### src/sv/psfa_pkg.sv
package psfa_pkg;

	localparam int ADDR_W = 5;
	localparam int DATA_W = 32;

	// dividend: (avg - cal_low) * full_scale, divisor: calibration span
	localparam int DIV_DW = 24;
	localparam int DIV_VW = 11;

	localparam logic OP_SAMPLE = 1'b0;
	localparam logic OP_READ   = 1'b1;

	localparam logic [2:0] REG_CAL_LOW    = 3'd0;
	localparam logic [2:0] REG_CAL_HIGH   = 3'd1;
	localparam logic [2:0] REG_FULL_SCALE = 3'd2;
	localparam logic [2:0] REG_SPIKE_THR  = 3'd3;
	localparam logic [2:0] REG_MAX_SPIKES = 3'd4;

	localparam logic [9:0]  CAL_LOW_RST    = 10'd209;
	localparam logic [10:0] CAL_HIGH_RST   = 11'd1060;
	localparam logic [13:0] FULL_SCALE_RST = 14'd1579;
	localparam logic [9:0]  SPIKE_THR_RST  = 10'd50;
	localparam logic [3:0]  MAX_SPIKES_RST = 4'd5;

	localparam logic [13:0] FULL_SCALE_MAX = 14'd9999;
	localparam logic [13:0] HUNDRED        = 14'd100;
	// floor(p / 100) == (p * 5243) >> 19 for every p below 10000
	localparam logic [26:0] DIV100_MUL   = 27'd5243;
	localparam int          DIV100_SHIFT = 19;

	typedef struct packed {
		logic [9:0]  cal_low;
		logic [10:0] cal_high;
		logic [13:0] full_scale;
		logic [9:0]  spike_thr;
		logic [3:0]  max_spikes;
	} cfg_t;

	typedef enum logic [3:0] {
		ST_IDLE,
		ST_SAMPLE,
		ST_AVG,
		ST_MUL,
		ST_SPAN_START,
		ST_SPAN_DIV,
		ST_SPLIT,
		ST_OUT
	} state_t;

	typedef struct packed {
		logic capture;
		logic sample_commit;
		logic avg_capture;
		logic mul_load;
		logic span_start;
		logic p_capture;
		logic whole_capture;
		logic out_load;
	} cmd_t;

	typedef struct packed {
		logic opcode;
		logic div_busy;
	} status_t;

endpackage

### src/sv/pressure_spike_filter_averager.sv
// Spike-rejecting moving average for a 4-20 mA pressure sensor on a 10-bit
// converter. A sample transaction (opcode 0) is checked against the last read
// average and either dropped as a spike or written into a RING_DEPTH-entry ring
// with a running sum. A read transaction (opcode 1) scales the ring average by
// full_scale over the calibration span with a bit-serial divider that runs 24
// steps; the ring average itself is a constant reciprocal multiply.
// The ring is held in a small memory with one valid bit per entry cleared by
// reset, so no clearing pass follows reset. A new transaction is accepted in
// the cycle after the previous one has reached the output register, even while
// that result waits to be taken. Registers sit on the APB port at byte
// addresses 0x00 cal_low, 0x04 cal_high, 0x08 full_scale, 0x0C spike_thr,
// 0x10 max_spikes, and are to be written only while no transaction is in flight.
module pressure_spike_filter_averager #(
	parameter int RING_DEPTH = 8
) (
	input  logic                        clk,
	input  logic                        arst_n,
	input  logic                        psel,
	input  logic                        penable,
	input  logic                        pwrite,
	input  logic [psfa_pkg::ADDR_W-1:0] paddr,
	input  logic [psfa_pkg::DATA_W-1:0] pwdata,
	output logic [psfa_pkg::DATA_W-1:0] prdata,
	output logic                        pready,
	input  logic                        cmd_valid,
	output logic                        cmd_ready,
	input  logic                        opcode,
	input  logic [9:0]                  sample,
	output logic                        rsp_valid,
	input  logic                        rsp_ready,
	output logic                        sample_dropped,
	output logic [9:0]                  average_raw,
	output logic [6:0]                  pressure_whole,
	output logic [6:0]                  pressure_hundredths
);

	psfa_pkg::cfg_t    cfg_q;
	psfa_pkg::cmd_t    cmd;
	psfa_pkg::status_t status;
	logic              wr_en;
	logic [2:0]        reg_idx;

	assign pready  = 1'b1;
	assign reg_idx = paddr[4:2];
	assign wr_en   = psel && penable && pwrite && pready;

	always_ff @(posedge clk or negedge arst_n) begin
		if (!arst_n) begin
			cfg_q.cal_low    <= psfa_pkg::CAL_LOW_RST;
			cfg_q.cal_high   <= psfa_pkg::CAL_HIGH_RST;
			cfg_q.full_scale <= psfa_pkg::FULL_SCALE_RST;
			cfg_q.spike_thr  <= psfa_pkg::SPIKE_THR_RST;
			cfg_q.max_spikes <= psfa_pkg::MAX_SPIKES_RST;
		end else if (wr_en) begin
			unique case (reg_idx)
				psfa_pkg::REG_CAL_LOW:    cfg_q.cal_low    <= pwdata[9:0];
				psfa_pkg::REG_CAL_HIGH:   cfg_q.cal_high   <= pwdata[10:0];
				psfa_pkg::REG_FULL_SCALE: cfg_q.full_scale <= pwdata[13:0];
				psfa_pkg::REG_SPIKE_THR:  cfg_q.spike_thr  <= pwdata[9:0];
				psfa_pkg::REG_MAX_SPIKES: cfg_q.max_spikes <= pwdata[3:0];
				default: begin
				end
			endcase
		end
	end

	always_comb begin
		unique case (reg_idx)
			psfa_pkg::REG_CAL_LOW:    prdata = psfa_pkg::DATA_W'(cfg_q.cal_low);
			psfa_pkg::REG_CAL_HIGH:   prdata = psfa_pkg::DATA_W'(cfg_q.cal_high);
			psfa_pkg::REG_FULL_SCALE: prdata = psfa_pkg::DATA_W'(cfg_q.full_scale);
			psfa_pkg::REG_SPIKE_THR:  prdata = psfa_pkg::DATA_W'(cfg_q.spike_thr);
			psfa_pkg::REG_MAX_SPIKES: prdata = psfa_pkg::DATA_W'(cfg_q.max_spikes);
			default:                  prdata = '0;
		endcase
	end

	psfa_ctrl u_ctrl (
		.clk      (clk),
		.arst_n   (arst_n),
		.cmd_valid(cmd_valid),
		.opcode   (opcode),
		.cmd_ready(cmd_ready),
		.rsp_valid(rsp_valid),
		.rsp_ready(rsp_ready),
		.cmd      (cmd),
		.status   (status)
	);

	psfa_datapath #(
		.RING_DEPTH(RING_DEPTH)
	) u_datapath (
		.clk                (clk),
		.arst_n             (arst_n),
		.cfg                (cfg_q),
		.cmd                (cmd),
		.status             (status),
		.opcode             (opcode),
		.sample             (sample),
		.sample_dropped     (sample_dropped),
		.average_raw        (average_raw),
		.pressure_whole     (pressure_whole),
		.pressure_hundredths(pressure_hundredths)
	);

endmodule

### src/sv/psfa_div.sv
module psfa_div #(
	parameter int DW = 24,
	parameter int VW = 11
) (
	input  logic          clk,
	input  logic          arst_n,
	input  logic          start,
	input  logic [DW-1:0] dividend,
	input  logic [VW-1:0] divisor,
	output logic          busy,
	output logic [DW-1:0] quotient
);

	localparam int CNT_W = $clog2(DW);

	logic          busy_q;
	logic [CNT_W-1:0] cnt_q;
	logic [DW-1:0] quo_q;
	logic [VW-1:0] rem_q;
	logic [VW-1:0] dvs_q;
	logic [VW:0]   trial;
	logic          fits;

	// restoring division, one quotient bit per cycle, MSB first
	always_comb begin
		trial = {rem_q, quo_q[DW-1]};
		fits  = trial >= {1'b0, dvs_q};
	end

	always_ff @(posedge clk or negedge arst_n) begin
		if (!arst_n) begin
			busy_q <= 1'b0;
			cnt_q  <= '0;
		end else if (start) begin
			busy_q <= 1'b1;
			cnt_q  <= CNT_W'(DW - 1);
		end else if (busy_q) begin
			if (cnt_q == '0) begin
				busy_q <= 1'b0;
			end
			cnt_q <= cnt_q - 1'b1;
		end
	end

	always_ff @(posedge clk) begin
		if (start) begin
			quo_q <= dividend;
			rem_q <= '0;
			dvs_q <= divisor;
		end else if (busy_q) begin
			quo_q <= {quo_q[DW-2:0], fits};
			rem_q <= fits ? VW'(trial - {1'b0, dvs_q}) : trial[VW-1:0];
		end
	end

	assign busy     = busy_q;
	assign quotient = quo_q;

endmodule

### src/sv/psfa_datapath.sv
module psfa_datapath #(
	parameter int RING_DEPTH = 8
) (
	input  logic                 clk,
	input  logic                 arst_n,
	input  psfa_pkg::cfg_t       cfg,
	input  psfa_pkg::cmd_t       cmd,
	output psfa_pkg::status_t    status,
	input  logic                 opcode,
	input  logic [9:0]           sample,
	output logic                 sample_dropped,
	output logic [9:0]           average_raw,
	output logic [6:0]           pressure_whole,
	output logic [6:0]           pressure_hundredths
);

	localparam int PTR_W = $clog2(RING_DEPTH);
	localparam int SUM_W = $clog2(RING_DEPTH * 1023 + 1);
	// floor(sum / RING_DEPTH) by a rounded-up reciprocal, exact for every SUM_W-bit sum
	localparam int RCP_SHIFT = SUM_W + PTR_W;
	localparam int RCP_MUL   = ((1 << RCP_SHIFT) + RING_DEPTH - 1) / RING_DEPTH;
	localparam int PROD_W    = 2 * SUM_W + 1;

	// ring storage
	logic [9:0]            ring_mem [RING_DEPTH];
	logic [RING_DEPTH-1:0] vld_q;
	logic [9:0]            rd_q;
	logic                  rd_vld_q;
	logic [PTR_W-1:0]      pos_q;
	logic [SUM_W-1:0]      sum_q;

	logic                  op_q;
	logic [9:0]            smp_q;
	logic [9:0]            ref_q;
	logic [3:0]            spk_q;
	logic                  drop_q;

	logic [9:0]            avg_q;
	logic [9:0]            diff_q;
	logic                  zero_q;
	logic [23:0]           prod_q;
	logic [13:0]           p_q;
	logic [6:0]            whole_q;

	logic                  dropped_out_q;
	logic [9:0]            avg_out_q;
	logic [6:0]            whole_out_q;
	logic [6:0]            hund_out_q;

	logic [9:0]            old_smp;
	logic [9:0]            smp_diff;
	logic                  drop;
	logic [13:0]           fs_clamp;
	logic [10:0]           span;
	logic [PROD_W-1:0]     avg_prod;
	logic [9:0]            avg;
	logic                  div_start;
	logic [psfa_pkg::DIV_DW-1:0] div_dividend;
	logic [psfa_pkg::DIV_VW-1:0] div_divisor;
	logic                  div_busy;
	logic [psfa_pkg::DIV_DW-1:0] div_quo;
	logic [26:0]           whole_wide;
	logic [13:0]           hund;

	always_comb begin
		old_smp  = rd_vld_q ? rd_q : 10'd0;
		smp_diff = (smp_q > ref_q) ? (smp_q - ref_q) : (ref_q - smp_q);
		drop     = (ref_q != 10'd0) && (smp_diff > cfg.spike_thr) && (spk_q < cfg.max_spikes);
		fs_clamp = (cfg.full_scale > psfa_pkg::FULL_SCALE_MAX) ?
			psfa_pkg::FULL_SCALE_MAX : cfg.full_scale;
		span     = cfg.cal_high - {1'b0, cfg.cal_low};
		avg_prod = PROD_W'(sum_q) * PROD_W'(RCP_MUL);
		avg      = avg_prod[RCP_SHIFT +: 10];
		div_start    = cmd.span_start;
		div_dividend = prod_q;
		div_divisor  = span;
		whole_wide   = 27'(p_q) * psfa_pkg::DIV100_MUL;
		hund         = p_q - 14'(whole_q) * psfa_pkg::HUNDRED;
	end

	psfa_div #(
		.DW(psfa_pkg::DIV_DW),
		.VW(psfa_pkg::DIV_VW)
	) u_div (
		.clk     (clk),
		.arst_n  (arst_n),
		.start   (div_start),
		.dividend(div_dividend),
		.divisor (div_divisor),
		.busy    (div_busy),
		.quotient(div_quo)
	);

	// one write and one registered read a cycle, both at the write pointer
	always_ff @(posedge clk) begin
		if (cmd.sample_commit && !drop) begin
			ring_mem[pos_q] <= smp_q;
		end
		rd_q <= ring_mem[pos_q];
	end

	always_ff @(posedge clk or negedge arst_n) begin
		if (!arst_n) begin
			vld_q    <= '0;
			rd_vld_q <= 1'b0;
			pos_q    <= '0;
			sum_q    <= '0;
			spk_q    <= '0;
			ref_q    <= '0;
		end else begin
			rd_vld_q <= vld_q[pos_q];
			if (cmd.sample_commit) begin
				if (drop) begin
					spk_q <= spk_q + 1'b1;
				end else begin
					spk_q        <= '0;
					vld_q[pos_q] <= 1'b1;
					sum_q        <= sum_q - SUM_W'(old_smp) + SUM_W'(smp_q);
					pos_q        <= (pos_q == PTR_W'(RING_DEPTH - 1)) ? '0 : pos_q + 1'b1;
				end
			end
			if (cmd.avg_capture) begin
				ref_q <= avg;
			end
		end
	end

	always_ff @(posedge clk) begin
		if (cmd.capture) begin
			op_q  <= opcode;
			smp_q <= sample;
		end
		if (cmd.sample_commit) begin
			drop_q <= drop;
		end
		if (cmd.avg_capture) begin
			avg_q  <= avg;
			diff_q <= avg - cfg.cal_low;
			zero_q <= (cfg.cal_high <= {1'b0, cfg.cal_low}) || (avg <= cfg.cal_low);
		end
		if (cmd.mul_load) begin
			prod_q <= 24'(diff_q) * 24'(fs_clamp);
		end
		if (cmd.p_capture) begin
			if (zero_q) begin
				p_q <= '0;
			end else if (div_quo > 24'(fs_clamp)) begin
				p_q <= fs_clamp;
			end else begin
				p_q <= div_quo[13:0];
			end
		end
		if (cmd.whole_capture) begin
			whole_q <= 7'(whole_wide >> psfa_pkg::DIV100_SHIFT);
		end
		if (cmd.out_load) begin
			if (op_q == psfa_pkg::OP_READ) begin
				dropped_out_q <= 1'b0;
				avg_out_q     <= avg_q;
				whole_out_q   <= whole_q;
				hund_out_q    <= hund[6:0];
			end else begin
				dropped_out_q <= drop_q;
				avg_out_q     <= '0;
				whole_out_q   <= '0;
				hund_out_q    <= '0;
			end
		end
	end

	assign status.opcode   = op_q;
	assign status.div_busy = div_busy;

	assign sample_dropped      = dropped_out_q;
	assign average_raw         = avg_out_q;
	assign pressure_whole      = whole_out_q;
	assign pressure_hundredths = hund_out_q;

endmodule

### src/sv/psfa_ctrl.sv
module psfa_ctrl (
	input  logic              clk,
	input  logic              arst_n,
	input  logic              cmd_valid,
	input  logic              opcode,
	output logic              cmd_ready,
	output logic              rsp_valid,
	input  logic              rsp_ready,
	output psfa_pkg::cmd_t    cmd,
	input  psfa_pkg::status_t status
);

	psfa_pkg::state_t state_q;
	psfa_pkg::state_t state_d;
	logic             out_valid_q;
	logic             accept;
	logic             out_free;

	assign out_free = !out_valid_q || rsp_ready;

	always_ff @(posedge clk or negedge arst_n) begin
		if (!arst_n) begin
			state_q     <= psfa_pkg::ST_IDLE;
			out_valid_q <= 1'b0;
		end else begin
			state_q <= state_d;
			if (cmd.out_load) begin
				out_valid_q <= 1'b1;
			end else if (rsp_ready) begin
				out_valid_q <= 1'b0;
			end
		end
	end

	always_comb begin
		state_d   = state_q;
		cmd       = '0;
		cmd_ready = 1'b0;
		accept    = 1'b0;
		unique case (state_q)
			psfa_pkg::ST_IDLE: begin
				cmd_ready = 1'b1;
				accept    = cmd_valid;
				if (accept) begin
					cmd.capture = 1'b1;
					if (opcode == psfa_pkg::OP_READ) begin
						state_d = psfa_pkg::ST_AVG;
					end else begin
						state_d = psfa_pkg::ST_SAMPLE;
					end
				end
			end
			psfa_pkg::ST_SAMPLE: begin
				cmd.sample_commit = 1'b1;
				state_d           = psfa_pkg::ST_OUT;
			end
			psfa_pkg::ST_AVG: begin
				cmd.avg_capture = 1'b1;
				state_d         = psfa_pkg::ST_MUL;
			end
			psfa_pkg::ST_MUL: begin
				cmd.mul_load = 1'b1;
				state_d      = psfa_pkg::ST_SPAN_START;
			end
			psfa_pkg::ST_SPAN_START: begin
				cmd.span_start = 1'b1;
				state_d        = psfa_pkg::ST_SPAN_DIV;
			end
			psfa_pkg::ST_SPAN_DIV: begin
				if (!status.div_busy) begin
					cmd.p_capture = 1'b1;
					state_d       = psfa_pkg::ST_SPLIT;
				end
			end
			psfa_pkg::ST_SPLIT: begin
				cmd.whole_capture = 1'b1;
				state_d           = psfa_pkg::ST_OUT;
			end
			psfa_pkg::ST_OUT: begin
				// wait here only while the previous result is still held
				if (out_free) begin
					cmd.out_load = 1'b1;
					state_d      = psfa_pkg::ST_IDLE;
				end
			end
			default: begin
				state_d = psfa_pkg::ST_IDLE;
			end
		endcase
	end

	assign rsp_valid = out_valid_q;

endmodule

### config.mk
export PLATFORM = sky130hd
export DESIGN_NAME = pressure_spike_filter_averager
export DESIGN_NICKNAME = d
export VERILOG_FILES = /design/src/sv/psfa_pkg.sv /design/src/sv/pressure_spike_filter_averager.sv /design/src/sv/psfa_div.sv /design/src/sv/psfa_datapath.sv /design/src/sv/psfa_ctrl.sv
export SDC_FILE = /design/constraint.sdc
export NUM_CORES = 1
export LEC_CHECK = 0
export ABC_CLOCK_PERIOD_IN_PS = 8160
export CAP_MARGIN = 0
export CORE_MARGIN = 2
export CORE_UTILIZATION = 65
export DETAILED_ROUTE_END_ITERATION = 7
export DONT_BUFFER_PORTS = 1
export HOLD_SLACK_MARGIN = 0.15
export PLACE_DENSITY = 0.89
export SYNTH_ARGS = -nofsm -noshare
export SYNTH_HDL_FRONTEND = slang
export SYNTH_SLANG_ARGS = --single-unit
### constraint.sdc
create_clock -name clk -period 8.16 [get_ports clk]
set_input_delay 1.632 -clock clk [delete_from_list [all_inputs] [get_ports clk]]
set_output_delay 1.632 -clock clk [all_outputs]
set_load 0.005 [all_outputs]
---- Word-level counts from Yosys, hierarchy flattened ----
Memories as Yosys holds them, arrays and structs flattened. A register that Yosys moved wholly into a read port is not among the register bits.
Cells that the tools add are included.
storage, ports and cells
  bits in registers ....................... 248
  bits in latches ......................... 0
  memory bits (writable) .................. 80
  bits in read-only memories .............. 0
  input bits .............................. 55
  output and inout port bits .............. 60
  word-level logic and storage cells ...... 137
  memories ................................ 1
memory list
  name                 depth  width  rd ports  clocked after memory_dff  write ports  RTL line             RTL
  u_datapath.ring_mem  8      10     1         1                         1            psfa_datapath.sv:25  logic [9:0] ring_mem [RING_DEPTH];
cells by class
  $add $sub $neg .......................... 11
  multipliers ............................. 3
  div/mod/pow operators ................... 0
  magnitude comparators ................... 10
  equality and inequality tests ........... 15
  shift-type cells ........................ 0
  muxes and demuxes ....................... 40
  bitwise operators ....................... 2
  reduce and logical (&&, ||, !) cells .... 24
operators with widths
  operator                count
  $pmux 14 s5             1
  $mux 24                 2
  $sub 10x10->10          3
  $mux 14                 2
  $pmux 4 s7              1
  $mul 14x13->26 const B  1
  $gt 24x14->1            1
  $mul 10x14->24          1
  $mux 1                  21
  $gt 10x10->1            2
  $mux 10                 2
  $eq 4x3->1 const B      4
  $mux 4                  4
  $gt 14x14->1 const B    1
  $add 13x10->13          1
  $sub 13x10->13          1
  $ge 12x11->1            1
  $reduce_and 2->1        6
  $le 11x10->1            1
  $mux 11                 1
  $sub 11x10->11          1
  $sub 11x11->11          1
  $le 10x10->1            1
  $mux 5                  2
  31 further kinds        43

---- Longest topological paths before layout ----
  word-level depth ........................ 9
  mapped depth ............................ 26
  depth with buffers taken out ............ 24

---- By module ----
A second synthesis with hierarchy kept.
unflattened totals
  cell total of the unflattened synthesis .. 2295
  area total of the unflattened synthesis .. 25217.9 sq um
by module, submodules not included
  module                          instances  cells an instance  area an instance (sq um)  seq. area each (sq um)
  psfa_datapath                   1          1838               19643.8                   6671.4
  psfa_div                        1          242                2763.9                    1421.4
  pressure_spike_filter_averager  1          179                2507.4                    1248.7
  psfa_ctrl                       1          36                 302.8                     100.1

---- Worst setup path after synthesis ----
Ideal clock, no wire load.
  path kind ............................... reg-to-reg
  start ................................... register cfg_q[18] (netlist bit)
  end ..................................... register u_datapath.prod_q[17] (netlist: u_datapath.div_dividend[17]), data pin
  library setup time ...................... 0.265 ns
  arrival time ............................ 5.842 ns
  required time ........................... 7.895 ns
  path slack .............................. 2.053 ns
  stages on the path, launching flop included .. 27
  path buffers ............................ 2
  period minus slack after synthesis ...... 6.107 ns
  path through ............................ dfrtp_1 nor4_1 nor2_1 nor3_1 nand2b_1 buf_2 and2_1 clkbuf_1 nand2_1 fa_1 inv_1 fa_1 inv_1 fa_1 inv_1 fa_1 inv_1 fa_1 inv_1 ha_1 a21oi_1 nor2_1 nor2_1 o311ai_2 a311oi_1 o21ai_0 xor2_1
between the ends
  word-level cells in the longest chain between the ends .. 3
RTL lines
  element               RTL line                              RTL
  from (decl)           pressure_spike_filter_averager.sv:37  psfa_pkg::cfg_t cfg_q;
  $gt 14x14->1          psfa_datapath.sv:69                   fs_clamp = (cfg.full_scale > psfa_pkg::FULL_SCALE_MAX) ?
  $mux 14 *             psfa_datapath.sv:69
  $mul 10x14->24 *      psfa_datapath.sv:142                  prod_q <= 24'(diff_q) * 24'(fs_clamp);
  to (signal assigned)  psfa_datapath.sv:142
  to (decl)             psfa_datapath.sv:41                   logic [23:0] prod_q;
Every way passes the cells marked *; elsewhere a longest branch is shown, timed or not.
A chain may end at the register's enable or synchronous reset.

---- Worst setup path in the final report ----
Same ends and word-level chain as after synthesis.

==> metrics.txt <==
Total GRT Usage 29.5%; RSZ-0062 raised after global routing no; worst setup margin 0.838 ns; DR pass1 iterations 7; Max-cap violations 0; Max Root-Sink Buffers 3; clock skew 0.0160 ns; Core Rows 71; Critical Path Source Type flip-flop; Ys Warns 0; EDFF count, synth 218; ys async rst share 29.1%; Post-CTS Resized 0; port bufs 0; fin area 26,600 um2; depth of the CTS H-tree 2; DR WL/cell 20.1 um; met1 WL 22.5 mm; CP peak stage delay 0.55 ns; FMAX 137 MHz; antenna violations before repair 0; Top Ports 115; post-synthesis register bit count 337; root buffer cell clkbuf_16; Num CTS Buffers 36; Remaining Overflow, GRT 0; hpwl dp 42.3 mm; Starting DRT DRC Count 1,554; nets 2,812; Synth cell types 73; CP Data Required Time 8.45 ns; total die area 40,100 um2; DRC 0; register area share after synthesis 37.7%; Syn Area/Cell 10.6 um2; Initial Util 66.3%; Worst Tran Pin Value 1.30 ns; vias in the first global route 18,300; Final Slew Violations 0; Sink Count 337; share of cells above drive strength 1 8.09%; Skew-Pair Late Insertion Delay 0.56 ns; WP data arrival 7.62 ns; main flop type after synthesis edfxtp_1; CP max-delay cell fa_1; worst rel slew slack 13.4%; pin count of the biggest net entering global routing 99; top sig layer met4; post-synth top area cell edfxtp_1; kind of critical path flip-flop to flip-flop; Yosys top cell area share 26.2%; pre-CTS WS 1.03 ns; DR WL met2 28.6 mm; antenna cells 0; Worst-path clk slew 0.06 ns; period utilization 89.7%; type of the most critical hold path flip-flop to flip-flop; core area 37,800 um2; TNS Setup 0 ns; endpoint class of the critical path flip-flop; antenna-violating nets left 0; Final Hold Violating Endpoints 0; TritonCTS clock tree built; GP Congestion 0.884; first-pass GRT wire length 94.4 mm; vias 17,500; status completed; Routed met3 length 4.57 mm; Area Growth Syn to Fin 6.42%; Post-Syn Area 25,000 um2; fin cells 2,871; Die Width 200 um; Routed WL 57.8 mm; Cells after DPL 2,805; crit path max fanout 23; Die Y 200 um; Cells after Synth 2,356; post-DR vias/cell 6.09; Final setup viols 0; Post-CTS Hold Fix Bufs 0; DP Area 25,400 um2; post-CTS setup buffer count 0; Tmin final 7.32 ns; Synth area leaders edfxtp_1, fa_1, ha_1, dfrtp_1, inv_1
## through the flow
step | hold slack (ns) | utilization [%]
5_1_grt | 0.494 | 70.5
6_report | 0.473 | 70.5
3_5_place_dp | 0.451 | 67.4
3_3_place_gp | 0.447 | 67.4
2_1_floorplan | 0.434 | -
4_1_cts | 0.467 | 70.5
## placed cells by master (no fill, tap or decap), drive strengths merged, types with 31 or more instances in the layout
cell type  instances
dfrtp             80
edfxtp           218
o21ai             97
ha               253
and3              31
nor2b             34
xnor2             50
mux2              55
nor2              71
clkbuf            48
nand3             32
a21oi             94
nand2            230
fa               172
nor3              47
and2             107
inv              355
## logic make-up (layout without fill, tap and decap cells)
family,Yosys count,count (layout),share of synthesized area [%]
xor gates and xnor gates,77,77,2.69
adders and majority gates,425,425,26.4
DFF,337,337,37.7
muxes,98,98,4.94
buffers and inverters,451,438,7.12
and+or+nand+nor,636,636,12.7
other,2,19,0.0300
AOI/OAI and AO/OA,330,330,8.33
## layer usage
metal  vias up  global-route usage, %
li1       7883                      -
met1      8674                   37.7
met2       774                   50.0
met3       150                   5.22
met4         0                   12.3
met5         -                      0
## state kept, by name, indices dropped and copies added, names as in the netlist, 8 cells and up
| signal | count |
|---|---|
| u_datapath.ring_mem | 80 |
| cfg_q | 49 |
| u_datapath.div_dividend | 24 |
| u_datapath.u_div.quotient | 24 |
| u_datapath.p_q | 14 |
| u_datapath.sum_q | 13 |
| u_datapath.u_div.dvs_q | 11 |
| u_datapath.u_div.rem_q | 11 |
| u_datapath.average_raw | 10 |
| u_datapath.avg_q | 10 |
| u_datapath.diff_q | 10 |
| u_datapath.rd_q | 10 |
| u_datapath.ref_q | 10 |
| u_datapath.smp_q | 10 |
| u_datapath.vld_q | 8 |
## cell usage after synthesis (5+ instances only)
cell type  instances
dfxtp_1           21
nor3_1            47
nand2_1          230
nor3b_1            6
dfrtp_1           80
and2_1           105
or3_1              5
dfstp_2           18
o31ai_1            8
a211oi_1           6
a22oi_1            7
a311oi_1           5
fa_1             172
nand2b_1          18
o22ai_1            5
a221oi_1          14
o21bai_1           7
o211ai_1           7
a21oi_1           93
mux2i_1           28
o21a_1            12
buf_2             14
clkbuf_1          60
nor4_1            11
ha_1             253
and4_1             5
nand4_1           12
nor2b_1           34
nand3_1           32
nor2_1            71
and3_1            31
mux4_2            15
a21o_1            29
or2_2             13
a31oi_1            7
buf_4             19
edfxtp_1         218
xor2_1            27
o21ai_0           96
mux2_2            55
inv_1            352
xnor2_1           50
## final timing paths
path | from | to | slack (ns) | cells past startpoint
max in group asynchronous | arst_n | cfg_q[24]$_DFFE_PN1P_ | 7.14 | 0
worst max-delay path | cfg_q[18]$_DFFE_PN0P_ | u_datapath.div_dividend[17]$_DFFE_PN_ | 0.84 | 25
worst min register to register | u_datapath.vld_q[0]$_DFFE_PN0P_ | u_datapath.vld_q[0]$_DFFE_PN0P_ | 0.47 | 1
worst max register to register | cfg_q[18]$_DFFE_PN0P_ | u_datapath.div_dividend[17]$_DFFE_PN_ | 0.84 | 25
min in group asynchronous | arst_n | u_datapath.vld_q[7]$_DFFE_PN0P_ | 0.76 | 0
worst min-delay path | u_datapath.vld_q[0]$_DFFE_PN0P_ | u_datapath.vld_q[0]$_DFFE_PN0P_ | 0.47 | 1
## area by class of cell
class / count / area, um2
inverter: 354 / 1330
multi-input combinational: 1585 / 13900
tap: 511 / 639
timing repair buffer: 18 / 135
sequential: 337 / 9440
fill: 2506 / 11100
clock buffer: 48 / 986
clock inverter: 18 / 205
## worst max-delay path, delay by kind of cell, from the launching register on
family	cells	cell delay, ns
adders and majority gates	6	2.95
and+or+nand+nor	8	1.70
buffers and inverters	6	0.57
xor gates and xnor gates	1	0.16
DFF	1	0.50
AOI/OAI and AO/OA	4	1.16
Power is left out: the tool's default activity adds up to more than one toggle a clock period on the data nets, which glitch-free logic cannot reach.
